--- src/sv/scl_pkg.sv ---
// Shared constants, keyword table and helpers for the serial command line parser.
`timescale 1ns / 1ps

package scl_pkg;

    localparam int LINE_LEN_DEF = 128;
    localparam int WORD_LEN_DEF = 16;

    localparam int NUM_KEYS = 10;
    localparam int KEY_MAX  = 6;

    localparam logic [7:0] CH_CR   = 8'd13;
    localparam logic [7:0] CH_BS   = 8'd8;
    localparam logic [7:0] CH_SP   = 8'd32;
    localparam logic [7:0] CH_NUL  = 8'd0;
    localparam logic [7:0] CH_ZERO = 8'd48;

    localparam logic [3:0] CODE_NO_MATCH = 4'd10;

    typedef logic [NUM_KEYS-1:0] key_mask_t;

    function automatic logic [2:0] key_len(input logic [3:0] k);
        logic [2:0] n;
        case (k)
            4'd0:    n = 3'd4;
            4'd1:    n = 3'd2;
            4'd2:    n = 3'd5;
            4'd3:    n = 3'd6;
            4'd4:    n = 3'd5;
            4'd5:    n = 3'd5;
            4'd6:    n = 3'd6;
            4'd7:    n = 3'd5;
            4'd8:    n = 3'd6;
            4'd9:    n = 3'd4;
            default: n = 3'd0;
        endcase
        return n;
    endfunction

    function automatic logic [7:0] key_char(input logic [3:0] k, input logic [2:0] pos);
        logic [63:0] t;
        logic [2:0]  sel;
        case (k)
            4'd0:    t = 64'("help");
            4'd1:    t = 64'("cb");
            4'd2:    t = 64'("spkon");
            4'd3:    t = 64'("spkoff");
            4'd4:    t = 64'("sound");
            4'd5:    t = 64'("dtime");
            4'd6:    t = 64'("reboot");
            4'd7:    t = 64'("ledon");
            4'd8:    t = 64'("ledoff");
            4'd9:    t = 64'("exit");
            default: t = 64'd0;
        endcase
        sel = key_len(k) - 3'd1 - pos;
        return t[8*sel +: 8];
    endfunction

endpackage

--- src/sv/scl_ram.sv ---
// Generic single-port synchronous RAM with registered read.
`timescale 1ns / 1ps

module scl_ram #(
    parameter int WIDTH = 8,
    parameter int DEPTH = 128
) (
    input  logic                     clk,
    input  logic                     we,
    input  logic [$clog2(DEPTH)-1:0] addr,
    input  logic [WIDTH-1:0]         wdata,
    output logic [WIDTH-1:0]         rdata
);

    logic [WIDTH-1:0] mem [DEPTH];

    always_ff @(posedge clk)
    begin
        if (we)
        begin
            mem[addr] <= wdata;
        end
        rdata <= mem[addr];
    end

endmodule

--- src/sv/serial_command_line_parser_top.sv ---
// Top level of the serial command line parser: echo, line buffer and command scan.
//
// Usage: one received byte enters per input request (in_valid high, in_stall low).
// Each byte returns one or more result requests on the output channel; last marks
// the final one. An ordinary byte is stored and echoed (one result). A backspace
// gives three echoes (backspace, space, backspace) and drops the last stored byte.
// A carriage return, or any non-backspace byte when the line holds LINE_LEN-1 bytes,
// gives its echo and then a command result with command_code and argument, and
// empties the line.
// Timing: an accepted ordinary byte waits in the ECHO state until the output
// register is free; the input is taken again in the cycle after the echo is
// loaded into the output register. A backspace passes the states BS0, BS1 and
// BS2, one echo each. A line end scans the stored bytes through the line buffer's
// one read port, each byte via states RD and PROC, and stops early after word two.
// The block takes one byte at a time; in_stall stays high until its last result
// is loaded into the output register.
// Reset empties the line and clears the output valid flag. When out_stall is high
// the output register holds its request; the scan runs on and waits to load its
// command result.
`timescale 1ns / 1ps

module serial_command_line_parser_top #(
    parameter int LINE_LEN = scl_pkg::LINE_LEN_DEF,
    parameter int WORD_LEN = scl_pkg::WORD_LEN_DEF
) (
    input  logic               clk,
    input  logic               rst_n,
    input  logic               in_valid,
    output logic               in_stall,
    input  logic [7:0]         rx_byte,
    output logic               out_valid,
    input  logic               out_stall,
    output logic               is_command,
    output logic [7:0]         echo_byte,
    output logic [3:0]         command_code,
    output logic signed [31:0] argument,
    output logic               last
);

    import scl_pkg::*;

    localparam int AW = $clog2(LINE_LEN);
    localparam int TW = $clog2(WORD_LEN);

    localparam logic [3:0] S_IDLE = 4'd0;
    localparam logic [3:0] S_ECHO = 4'd1;
    localparam logic [3:0] S_BS0  = 4'd2;
    localparam logic [3:0] S_BS1  = 4'd3;
    localparam logic [3:0] S_BS2  = 4'd4;
    localparam logic [3:0] S_EOL  = 4'd5;
    localparam logic [3:0] S_RD   = 4'd6;
    localparam logic [3:0] S_PROC = 4'd7;
    localparam logic [3:0] S_CMD  = 4'd8;

    localparam logic [1:0] PH_WORD1 = 2'd0;
    localparam logic [1:0] PH_SKIP  = 2'd1;
    localparam logic [1:0] PH_WORD2 = 2'd2;

    logic [3:0]    state_reg, state_next;
    logic [1:0]    phase_reg, phase_next;
    logic [AW-1:0] fill_reg, fill_next;
    logic [AW-1:0] idx_reg, idx_next;
    logic [AW-1:0] wend_reg, wend_next;
    logic [TW-1:0] taken_reg, taken_next;
    logic [31:0]   sum_reg, sum_next;
    key_mask_t     mask_reg, mask_next;
    logic [7:0]    byte_reg, byte_next;

    logic          ov_reg, ov_next;
    logic          oc_reg, oc_next;
    logic [7:0]    oe_reg, oe_next;
    logic [3:0]    ocode_reg, ocode_next;
    logic [31:0]   oarg_reg, oarg_next;
    logic          olast_reg, olast_next;

    logic          accept;
    logic          out_free;
    logic          ram_we;
    logic [AW-1:0] ram_addr;
    logic [7:0]    ram_rdata;
    logic [3:0]    match_code;
    key_mask_t     mask_step;
    logic [31:0]   sum_step;

    scl_ram #(
        .WIDTH (8),
        .DEPTH (LINE_LEN)
    ) u_line_ram (
        .clk   (clk),
        .we    (ram_we),
        .addr  (ram_addr),
        .wdata (rx_byte),
        .rdata (ram_rdata)
    );

    assign in_stall = (state_reg != S_IDLE);
    assign accept   = in_valid && !in_stall;
    assign out_free = !ov_reg || !out_stall;

    assign out_valid    = ov_reg;
    assign is_command   = oc_reg;
    assign echo_byte    = oe_reg;
    assign command_code = ocode_reg;
    assign argument     = oarg_reg;
    assign last         = olast_reg;

    assign ram_we   = accept && rx_byte != CH_BS && rx_byte != CH_CR
                      && fill_reg != AW'(LINE_LEN - 1);
    assign ram_addr = (state_reg == S_IDLE) ? fill_reg : idx_reg;

    assign sum_step = (sum_reg << 3) + (sum_reg << 1) + {24'd0, ram_rdata} - {24'd0, CH_ZERO};

    always_comb
    begin
        for (int k = 0; k < NUM_KEYS; k++)
        begin
            mask_step[k] = mask_reg[k]
                && (32'(idx_reg) < 32'(key_len(4'(k))))
                && (ram_rdata == key_char(4'(k), 3'(idx_reg)));
        end
    end

    always_comb
    begin
        match_code = CODE_NO_MATCH;
        for (int k = NUM_KEYS - 1; k >= 0; k--)
        begin
            if (mask_reg[k] && 32'(wend_reg) == 32'(key_len(4'(k))))
            begin
                match_code = 4'(k);
            end
        end
    end

    always_comb
    begin
        state_next = state_reg;
        phase_next = phase_reg;
        fill_next  = fill_reg;
        idx_next   = idx_reg;
        wend_next  = wend_reg;
        taken_next = taken_reg;
        sum_next   = sum_reg;
        mask_next  = mask_reg;
        byte_next  = byte_reg;
        ov_next    = ov_reg && out_stall;
        oc_next    = oc_reg;
        oe_next    = oe_reg;
        ocode_next = ocode_reg;
        oarg_next  = oarg_reg;
        olast_next = olast_reg;

        case (state_reg)
            S_IDLE:
            begin
                if (accept)
                begin
                    byte_next = rx_byte;
                    if (rx_byte == CH_BS)
                    begin
                        state_next = S_BS0;
                        if (fill_reg != '0)
                        begin
                            fill_next = fill_reg - AW'(1);
                        end
                    end
                    else if (rx_byte == CH_CR || fill_reg == AW'(LINE_LEN - 1))
                    begin
                        state_next = S_EOL;
                    end
                    else
                    begin
                        fill_next  = fill_reg + AW'(1);
                        state_next = S_ECHO;
                    end
                end
            end
            S_ECHO, S_BS0, S_BS1, S_BS2, S_EOL:
            begin
                if (out_free)
                begin
                    ov_next    = 1'b1;
                    oc_next    = 1'b0;
                    ocode_next = 4'd0;
                    oarg_next  = 32'd0;
                    olast_next = (state_reg == S_ECHO) || (state_reg == S_BS2);
                    case (state_reg)
                        S_BS1:   oe_next = CH_SP;
                        S_BS0,
                        S_BS2:   oe_next = CH_BS;
                        default: oe_next = byte_reg;
                    endcase
                    case (state_reg)
                        S_BS0:   state_next = S_BS1;
                        S_BS1:   state_next = S_BS2;
                        S_EOL:
                        begin
                            state_next = S_RD;
                            phase_next = PH_WORD1;
                            idx_next   = '0;
                            wend_next  = '0;
                            taken_next = '0;
                            sum_next   = 32'd0;
                            mask_next  = '1;
                        end
                        default: state_next = S_IDLE;
                    endcase
                end
            end
            S_RD:
            begin
                if (idx_reg == fill_reg)
                begin
                    if (phase_reg == PH_WORD1)
                    begin
                        wend_next = idx_reg;
                    end
                    state_next = S_CMD;
                end
                else
                begin
                    state_next = S_PROC;
                end
            end
            S_PROC:
            begin
                state_next = S_RD;
                idx_next   = idx_reg + AW'(1);
                if (ram_rdata == CH_NUL)
                begin
                    if (phase_reg == PH_WORD1)
                    begin
                        wend_next = idx_reg;
                    end
                    state_next = S_CMD;
                end
                else
                begin
                    case (phase_reg)
                        PH_WORD1:
                        begin
                            if (ram_rdata == CH_SP)
                            begin
                                wend_next  = idx_reg;
                                phase_next = PH_SKIP;
                            end
                            else
                            begin
                                mask_next = mask_step;
                            end
                        end
                        PH_SKIP:
                        begin
                            if (ram_rdata != CH_SP)
                            begin
                                sum_next   = sum_step;
                                taken_next = TW'(1);
                                phase_next = PH_WORD2;
                            end
                        end
                        default:
                        begin
                            if (ram_rdata == CH_SP || taken_reg == TW'(WORD_LEN - 1))
                            begin
                                state_next = S_CMD;
                            end
                            else
                            begin
                                sum_next   = sum_step;
                                taken_next = taken_reg + TW'(1);
                            end
                        end
                    endcase
                end
            end
            S_CMD:
            begin
                if (out_free)
                begin
                    ov_next    = 1'b1;
                    oc_next    = 1'b1;
                    oe_next    = 8'd0;
                    ocode_next = match_code;
                    oarg_next  = sum_reg;
                    olast_next = 1'b1;
                    fill_next  = '0;
                    state_next = S_IDLE;
                end
            end
            default:
            begin
                state_next = S_IDLE;
            end
        endcase
    end

    always_ff @(posedge clk or negedge rst_n)
    begin
        if (!rst_n)
        begin
            state_reg <= S_IDLE;
            fill_reg  <= '0;
            ov_reg    <= 1'b0;
        end
        else
        begin
            state_reg <= state_next;
            fill_reg  <= fill_next;
            ov_reg    <= ov_next;
        end
    end

    always_ff @(posedge clk)
    begin
        phase_reg <= phase_next;
        idx_reg   <= idx_next;
        wend_reg  <= wend_next;
        taken_reg <= taken_next;
        sum_reg   <= sum_next;
        mask_reg  <= mask_next;
        byte_reg  <= byte_next;
        oc_reg    <= oc_next;
        oe_reg    <= oe_next;
        ocode_reg <= ocode_next;
        oarg_reg  <= oarg_next;
        olast_reg <= olast_next;
    end

endmodule
--- config.mk ---
export PLATFORM = sky130hd
export DESIGN_NAME = serial_command_line_parser_top
export DESIGN_NICKNAME = d
export VERILOG_FILES = /design/src/sv/scl_pkg.sv /design/src/sv/scl_ram.sv /design/src/sv/serial_command_line_parser_top.sv
export SDC_FILE = /design/constraint.sdc
export NUM_CORES = 1
export LEC_CHECK = 0
export BUFFER_PORTS_ARGS = -buffer_cell sky130_fd_sc_hd__buf_2
export CAP_MARGIN = 20
export CELL_PAD_IN_SITES_DETAIL_PLACEMENT = 2
export CELL_PAD_IN_SITES_GLOBAL_PLACEMENT = 2
export CORE_AREA = 3 3 328 330
export DETAILED_ROUTE_END_ITERATION = 10
export DIE_AREA = 0 0 331 333
export PLACE_DENSITY_LB_ADDON = 0.1
export SLEW_MARGIN = 20
export SYNTH_ARGS = -nofsm -noshare
export SYNTH_HDL_FRONTEND = slang
export SYNTH_SLANG_ARGS = --single-unit
--- constraint.sdc ---
create_clock -name clk -period 5.1 [get_ports clk]
set_clock_uncertainty 0.15 [all_clocks]
set_input_delay 1.275 -clock clk [delete_from_list [all_inputs] [get_ports clk]]
set_output_delay 1.275 -clock clk [all_outputs]
set_load 0.03 [all_outputs]
* After elaboration in Yosys (flattened, before gate mapping) *
Memory sizes are Yosys's and may differ from the RTL's. A register that Yosys moved wholly into a read port is not among the register bits.
Cells that the tools add are included.

word-level totals
  bits in registers = 128
  bits in writable memories = 1,024
  bits of input ports = 12
  output and inout port bits = 48
  word-level logic and storage cells = 237
  memories kept = 1

memories
  name            depth  bits a word  rd ports  clocked after memory_dff  write ports  RTL line       source
  u_line_ram.mem  128    8            1         1                         1            scl_ram.sv:15  logic [WIDTH-1:0] mem [DEPTH];

cells by class
  add/sub/neg operators = 11
  magnitude comparators = 4
  eq/ne operators = 50
  shift-type cells = 10
  muxes and demuxes = 82
  reductions and logical operators = 64

operators with widths
  kind                                                         count
  indexed part select 64 x 7 -> 8 bit (first input constant)   10
  2-to-1 mux 32 bit                                            7
  one-hot mux 32 bit (2 select lines)                          3
  2-to-1 mux 7 bit                                             13
  2-to-1 mux 4 bit                                             21
  == test 8 bit                                                10
  2-to-1 mux 10 bit                                            5
  logical AND 1 bit                                            35
  adder 32 bit                                                 1
  adder 32 x 8 -> 32 bit                                       1
  one-hot mux 8 bit (2 select lines)                           2
  subtractor 32 x 6 -> 32 bit (second input constant)          1
  one-hot mux 7 bit (2 select lines)                           2
  one-hot mux 4 bit (2 select lines)                           3
  == test 7 x 3 -> 1 bit (second input constant)               3
  less-than comparator 7 x 3 -> 1 bit (second input constant)  3
  inequality test 3 bit (second input constant)                7
  one-hot mux 7 bit (3 select lines)                           1
  one-hot mux 10 bit (2 select lines)                          1
  one-hot mux 4 bit (5 select lines)                           1
  inequality test 2 bit (second input constant)                9
  == test 4 x 3 -> 1 bit (second input constant)               4
  == test 8 x 4 -> 1 bit (second input constant)               2
  2-to-1 mux 8 bit                                             2
  42 further kinds                                             74

* Logic depth before layout (Yosys ltp) *
  depth after elaboration = 14
  mapped depth = 16
  gate-level depth less buffers = 15

* Modules after synthesis *
From an unflattened synthesis, not the netlist that was laid out.

unflattened totals
  cell total of the unflattened synthesis = 3,459
  area total of the unflattened synthesis = 49,872.8 sq um

modules (own cells, without submodules)
  module                          times used  cells an instance  area an instance (sq um)  sequential area each (sq um)
  scl_ram                         1           2,475              40,433.8                  30,909.6
  serial_command_line_parser_top  1           984                9,439.1                   3,783.6

* Worst setup path before layout *
OpenSTA, ideal clock, no wires.

  path kind = input-to-reg
  start point = in out_stall
  end point = reg oarg_reg[0], in the netlist argument[0] (enable)
  setup time = 0.449 ns
  arrival time = 3.404 ns
  required time = 4.501 ns
  path slack = 1.097 ns
  stages = 2
  buffers on the path = 0
  path through = and2_1 > nor2_1

on the way
  longest elaborated chain between the ends = 4
  elaborated cells on any way between the ends = 5
  classes of those cells = eq/ne: 2; reduce/logical: 3

RTL lines
  what                                      RTL line                               source
  from (decl)                               serial_command_line_parser_top.sv:32   input logic out_stall,
  logical NOT 1 bit (*)                     serial_command_line_parser_top.sv:98   assign out_free = !ov_reg || !out_stall;
  logical OR 1 bit (*)                      serial_command_line_parser_top.sv:98
  inequality test 2 bit (no source line)    -
  AND reduction 3 bit (no source line) (*)  -
  to (signal assigned)                      serial_command_line_parser_top.sv:325  oarg_reg <= oarg_next;
  to (decl)                                 serial_command_line_parser_top.sv:73   logic [31:0] oarg_reg, oarg_next;

Mark *: on every way between the ends. The rest lies on a longest branch, timed or not.
A chain may end at the register's enable or synchronous reset.

* Final worst setup path *
  start point = reg state_reg[2]
  end point = reg u_line_ram.rdata[6] (read register of u_line_ram.mem)

on the way
  longest elaborated chain between the ends = 2

RTL lines
  what                    RTL line                               source
  from (decl)             serial_command_line_parser_top.sv:59   logic [3:0] state_reg, state_next;
  from (signal assigned)  serial_command_line_parser_top.sv:307  state_reg <= state_next;
  logical NOT 4 bit       serial_command_line_parser_top.sv:109  assign ram_addr = (state_reg == S_IDLE) ? fill_reg : idx_reg;
  2-to-1 mux 7 bit        serial_command_line_parser_top.sv:109
  to (decl)               scl_ram.sv:12                          output logic [WIDTH-1:0] rdata

Every way passes these cells.

==> flow_summary.rst <==
.. list-table::
   :header-rows: 1

   * - Metric
     - Value
   * - Run status
     - complete, no violations
   * - Ordered list of cells on the worst path
     - nor4_4, buf_4, mux2i_4, buf_4, mux2i_1, o22ai_1, o21ai_0, nand2_1, o21ai_0, nand4_1
   * - CTS Hold Bufs
     - 0
   * - Area growth syn-to-layout
     - 13.5%
   * - Power per cell area
     - 602 mW/mm^2
   * - Transition time of the tightest slew-check pin
     - 1.19 ns
   * - Core area
     - 0.105 sq mm
   * - EDFF count, synth
     - 1140
   * - Total clock buffers created by CTS
     - 120
   * - Vertical die dimension
     - 333 um
   * - Routed len/inst
     - 36.8 um
   * - Mean instance size in the synthesized netlist
     - 15.4 sq um
   * - CTS resizes
     - 0
   * - Count of buffer and inverter cells on the critical path
     - 2
   * - Final weighted congestion in routability-driven placement
     - 0.884
   * - Post-route minimum period
     - 4.89 ns
   * - Final Cycle Share
     - 95.9%
   * - Die width
     - 331 um
   * - Fmax
     - 205 MHz
   * - Number of synthesis warnings
     - 0
   * - Category of the worst setup path capture point
     - register
   * - Nature of the critical path startpoint
     - register
   * - Largest register FFs
     - 1024
   * - Final Non-Filler Cells
     - 4674
   * - Delay-heaviest family, CP
     - multiplexers
   * - Total I/O pin count
     - 60
   * - Total Power
     - 32200 uW
   * - DIE AREA
     - 0.110 sq mm
   * - Worst path max stage delay
     - 0.85 ns
   * - DPL Wire Length
     - 107000 um
   * - Area contributors post-synth
     - sky130_fd_sc_hd__edfxtp_1 (73%), sky130_fd_sc_hd__a22oi_1 (4.9%), sky130_fd_sc_hd__ha_1 (2.7%), sky130_fd_sc_hd__nor2_1 (1.9%), sky130_fd_sc_hd__a221oi_1 (1.7%)
   * - Remaining Overflow, GRT
     - 0
   * - Clock net sink count
     - 1160
   * - Root Driver
     - sky130_fd_sc_hd__clkbuf_16
   * - Post-Place Cells
     - 4452
   * - Required time at the worst-slack endpoint
     - 5.38 ns
   * - Cells after synthesis
     - 3053
   * - Drt total wl
     - 172000 um
   * - GRT Total Usage
     - 31.1%
   * - Register bit count reported by yosys
     - 1160
   * - Netlist area before placement
     - 0.0471 sq mm
   * - CTS tree
     - built
   * - Clock transition at path regs
     - 0.06 ns
   * - Post-CTS setup buffer count
     - 0
   * - Latest clock arrival within the worst-skew pair
     - 0.75 ns
   * - DR vias
     - 30500
   * - DRC violation count after routing
     - 0
   * - Initial standard-cell utilization of the core
     - 44.8%
   * - Wire length of the first global-routing pass
     - 247000 um
   * - Final Hold Fails
     - 0
   * - Unrepaired setup endpoints after global routing
     - false
   * - Post-synth top area cell
     - sky130_fd_sc_hd__edfxtp_1
   * - IO buf count
     - 59
   * - Area share of the largest cell type after synthesis
     - 72.7%
   * - Worst min path class
     - input port to asynchronous set/reset pin
   * - Deepest clock path buffer count
     - 3
   * - Static Leak
     - 0.0173 uW
   * - Number of endpoints failing setup at the final stage
     - 0
   * - Antenna Nets Post-Route
     - 0
   * - Slew Limit Fails
     - 0
   * - Via count of the first global-routing pass
     - 32100
   * - Maximum fanout encountered on the critical timing path
     - 36
   * - H-Tree Depth
     - 3
   * - Fraction of synthesis flops using an asynchronous set or reset pin
     - 1.03%
   * - Proportion of layout cells with a drive suffix above 1
     - 11.6%
   * - Number of max-cap violations
     - 0
   * - Total iterations of the first detailed-routing run
     - 5
   * - Placement row count
     - 119
   * - Largest net degree at the start of global routing
     - 98
   * - Arrival time of data at the critical path endpoint
     - 5.17 ns
   * - Top post-synthesis cells by count
     - sky130_fd_sc_hd__edfxtp_1 (1140), sky130_fd_sc_hd__a22oi_1 (308), sky130_fd_sc_hd__nor2_1 (238)
   * - Number of distinct library cells after synthesis
     - 75
   * - Prevailing post-synth register cell
     - sky130_fd_sc_hd__edfxtp_1
   * - Slowest-stage cell, CP
     - sky130_fd_sc_hd__mux2i_4
   * - Category of the most critical setup path
     - register to register
   * - Net count, final
     - 3303
   * - Initial antenna violation count
     - 4
   * - Routed vias/inst
     - 6.52
   * - Iteration-0 DRC Markers
     - 3640
   * - Largest vdd supply drop
     - 0.445 mV
   * - Leading cell type by number of instances after synthesis
     - sky130_fd_sc_hd__edfxtp_1
   * - Accumulated negative setup slack
     - 0 ns
   * - Part of the Yosys area used for sequential elements
     - 73.6%
   * - Worst slew margin relative to its limit
     - 20.3%
-- cell type report --
cell class                      count  area, sq um
Antenna cell                        1         2.50
Clock buffer                      149         3140
Clock inverter                     72          621
Fill cell                        9670        51700
Inverter                          118          443
Multi-Input combinational cell   1597        11400
Sequential cell                  1160        34700
Tap cell                         1391         1740
Timing Repair Buffer              186         1470
-- routing by layer --
layer  routed length [um]  GRT usage [%]  share of wire (%)  vias to the layer above
met2                84100           51.4                 49                     1505
li1                     -              -                  -                    12500
met3                11600           4.38                6.7                      367
met4                 7570           12.0                4.4                        0
met1                68700           41.6                 40                    16100
met5                    0              0                  0                        -
-- path summary, 6_finish.rpt --
kind                                            end         start  slack, ns  cells after the start
worst max register to register  u_line_ram.rdata[6]  state_reg[2]       0.21                     10
worst max-delay path            u_line_ram.rdata[6]  state_reg[2]       0.21                     10
worst min-delay path                   state_reg[3]         rst_n       0.30                      1
min in group clk                       argument[19]   sum_reg[19]       0.46                      2
worst min register to register         argument[19]   sum_reg[19]       0.46                      2
max in group asynchronous               fill_reg[6]         rst_n       4.21                      1
-- cells in the final DEF, fill, tap and decap left out, types with 10 or more instances in the layout --
cell	Yosys	layout
sky130_fd_sc_hd__nor3_1	28	26
sky130_fd_sc_hd__nand2b_1	14	14
sky130_fd_sc_hd__clkinv_2	0	18
sky130_fd_sc_hd__xnor2_1	35	35
sky130_fd_sc_hd__buf_12	0	15
sky130_fd_sc_hd__ha_1	101	101
sky130_fd_sc_hd__nor2b_1	11	11
sky130_fd_sc_hd__nand4_1	11	11
sky130_fd_sc_hd__a41oi_1	35	35
sky130_fd_sc_hd__nand3_1	29	29
sky130_fd_sc_hd__o31ai_1	12	10
sky130_fd_sc_hd__and3_1	19	19
sky130_fd_sc_hd__nor2_1	238	236
sky130_fd_sc_hd__clkinv_1	1	35
sky130_fd_sc_hd__a22oi_1	308	308
sky130_fd_sc_hd__o21ai_0	62	59
sky130_fd_sc_hd__and2_1	18	18
sky130_fd_sc_hd__buf_4	1	117
sky130_fd_sc_hd__clkbuf_1	79	27
sky130_fd_sc_hd__xor2_1	27	27
sky130_fd_sc_hd__buf_2	82	51
sky130_fd_sc_hd__a21o_1	16	16
sky130_fd_sc_hd__nand2_1	96	96
sky130_fd_sc_hd__o41ai_1	28	25
sky130_fd_sc_hd__inv_1	116	116
sky130_fd_sc_hd__clkbuf_16	0	121
sky130_fd_sc_hd__nor4_1	12	12
sky130_fd_sc_hd__a31oi_1	96	93
sky130_fd_sc_hd__a22o_1	86	86
sky130_fd_sc_hd__a221oi_1	89	89
sky130_fd_sc_hd__edfxtp_1	1140	1140
sky130_fd_sc_hd__dfrtp_1	12	12
sky130_fd_sc_hd__a21oi_1	46	45
sky130_fd_sc_hd__mux2i_1	45	44
sky130_fd_sc_hd__o22ai_1	21	21
-- power breakdown --
group | switching, uW | internal [uW] | leakage [uW]
registers | 332 | 11000 | 0.0104
clock network | 3970 | 4770 | 0.00182
logic | 8470 | 3610 | 0.00511
-- worst reg2reg max path, delay by kind of cell, from the launching register on --
family / cells / cell delay, ns
compound gates: 3 / 0.89
buf+inv: 2 / 0.93
flops: 1 / 0.55
mux: 2 / 1.35
simple gates: 3 / 0.75
-- through the flow --
step / cell area [sq um] / utilization (%) / hold WS [ns] / setup WS, ns
after floorplan: 47100 / - / 0.347 / 1.10
after global placement: 49700 / 47.3 / 0.429 / 0.379
after detailed placement: 49700 / 47.3 / 0.435 / 0.357
after CTS: 53500 / 50.9 / 0.278 / 0.312
after global routing: 53500 / 50.9 / 0.302 / 0.137
final: 53500 / 50.9 / 0.299 / 0.211
-- logic make-up after synthesis --
| family | Yosys count | synth area share, % |
|---|---|---|
| other | 1 | 0.00796 |
| flip-flops | 1160 | 73.6 |
| multiplexers | 46 | 0.980 |
| adder cells (fa/ha/maj) | 108 | 2.98 |
| AO/OA/AOI/OAI | 860 | 13.6 |
| buffers and inverters | 303 | 2.66 |
| XOR/XNOR | 62 | 1.15 |
| AND/OR/NAND/NOR | 513 | 4.99 |
(Power assumes the default switching activity.)
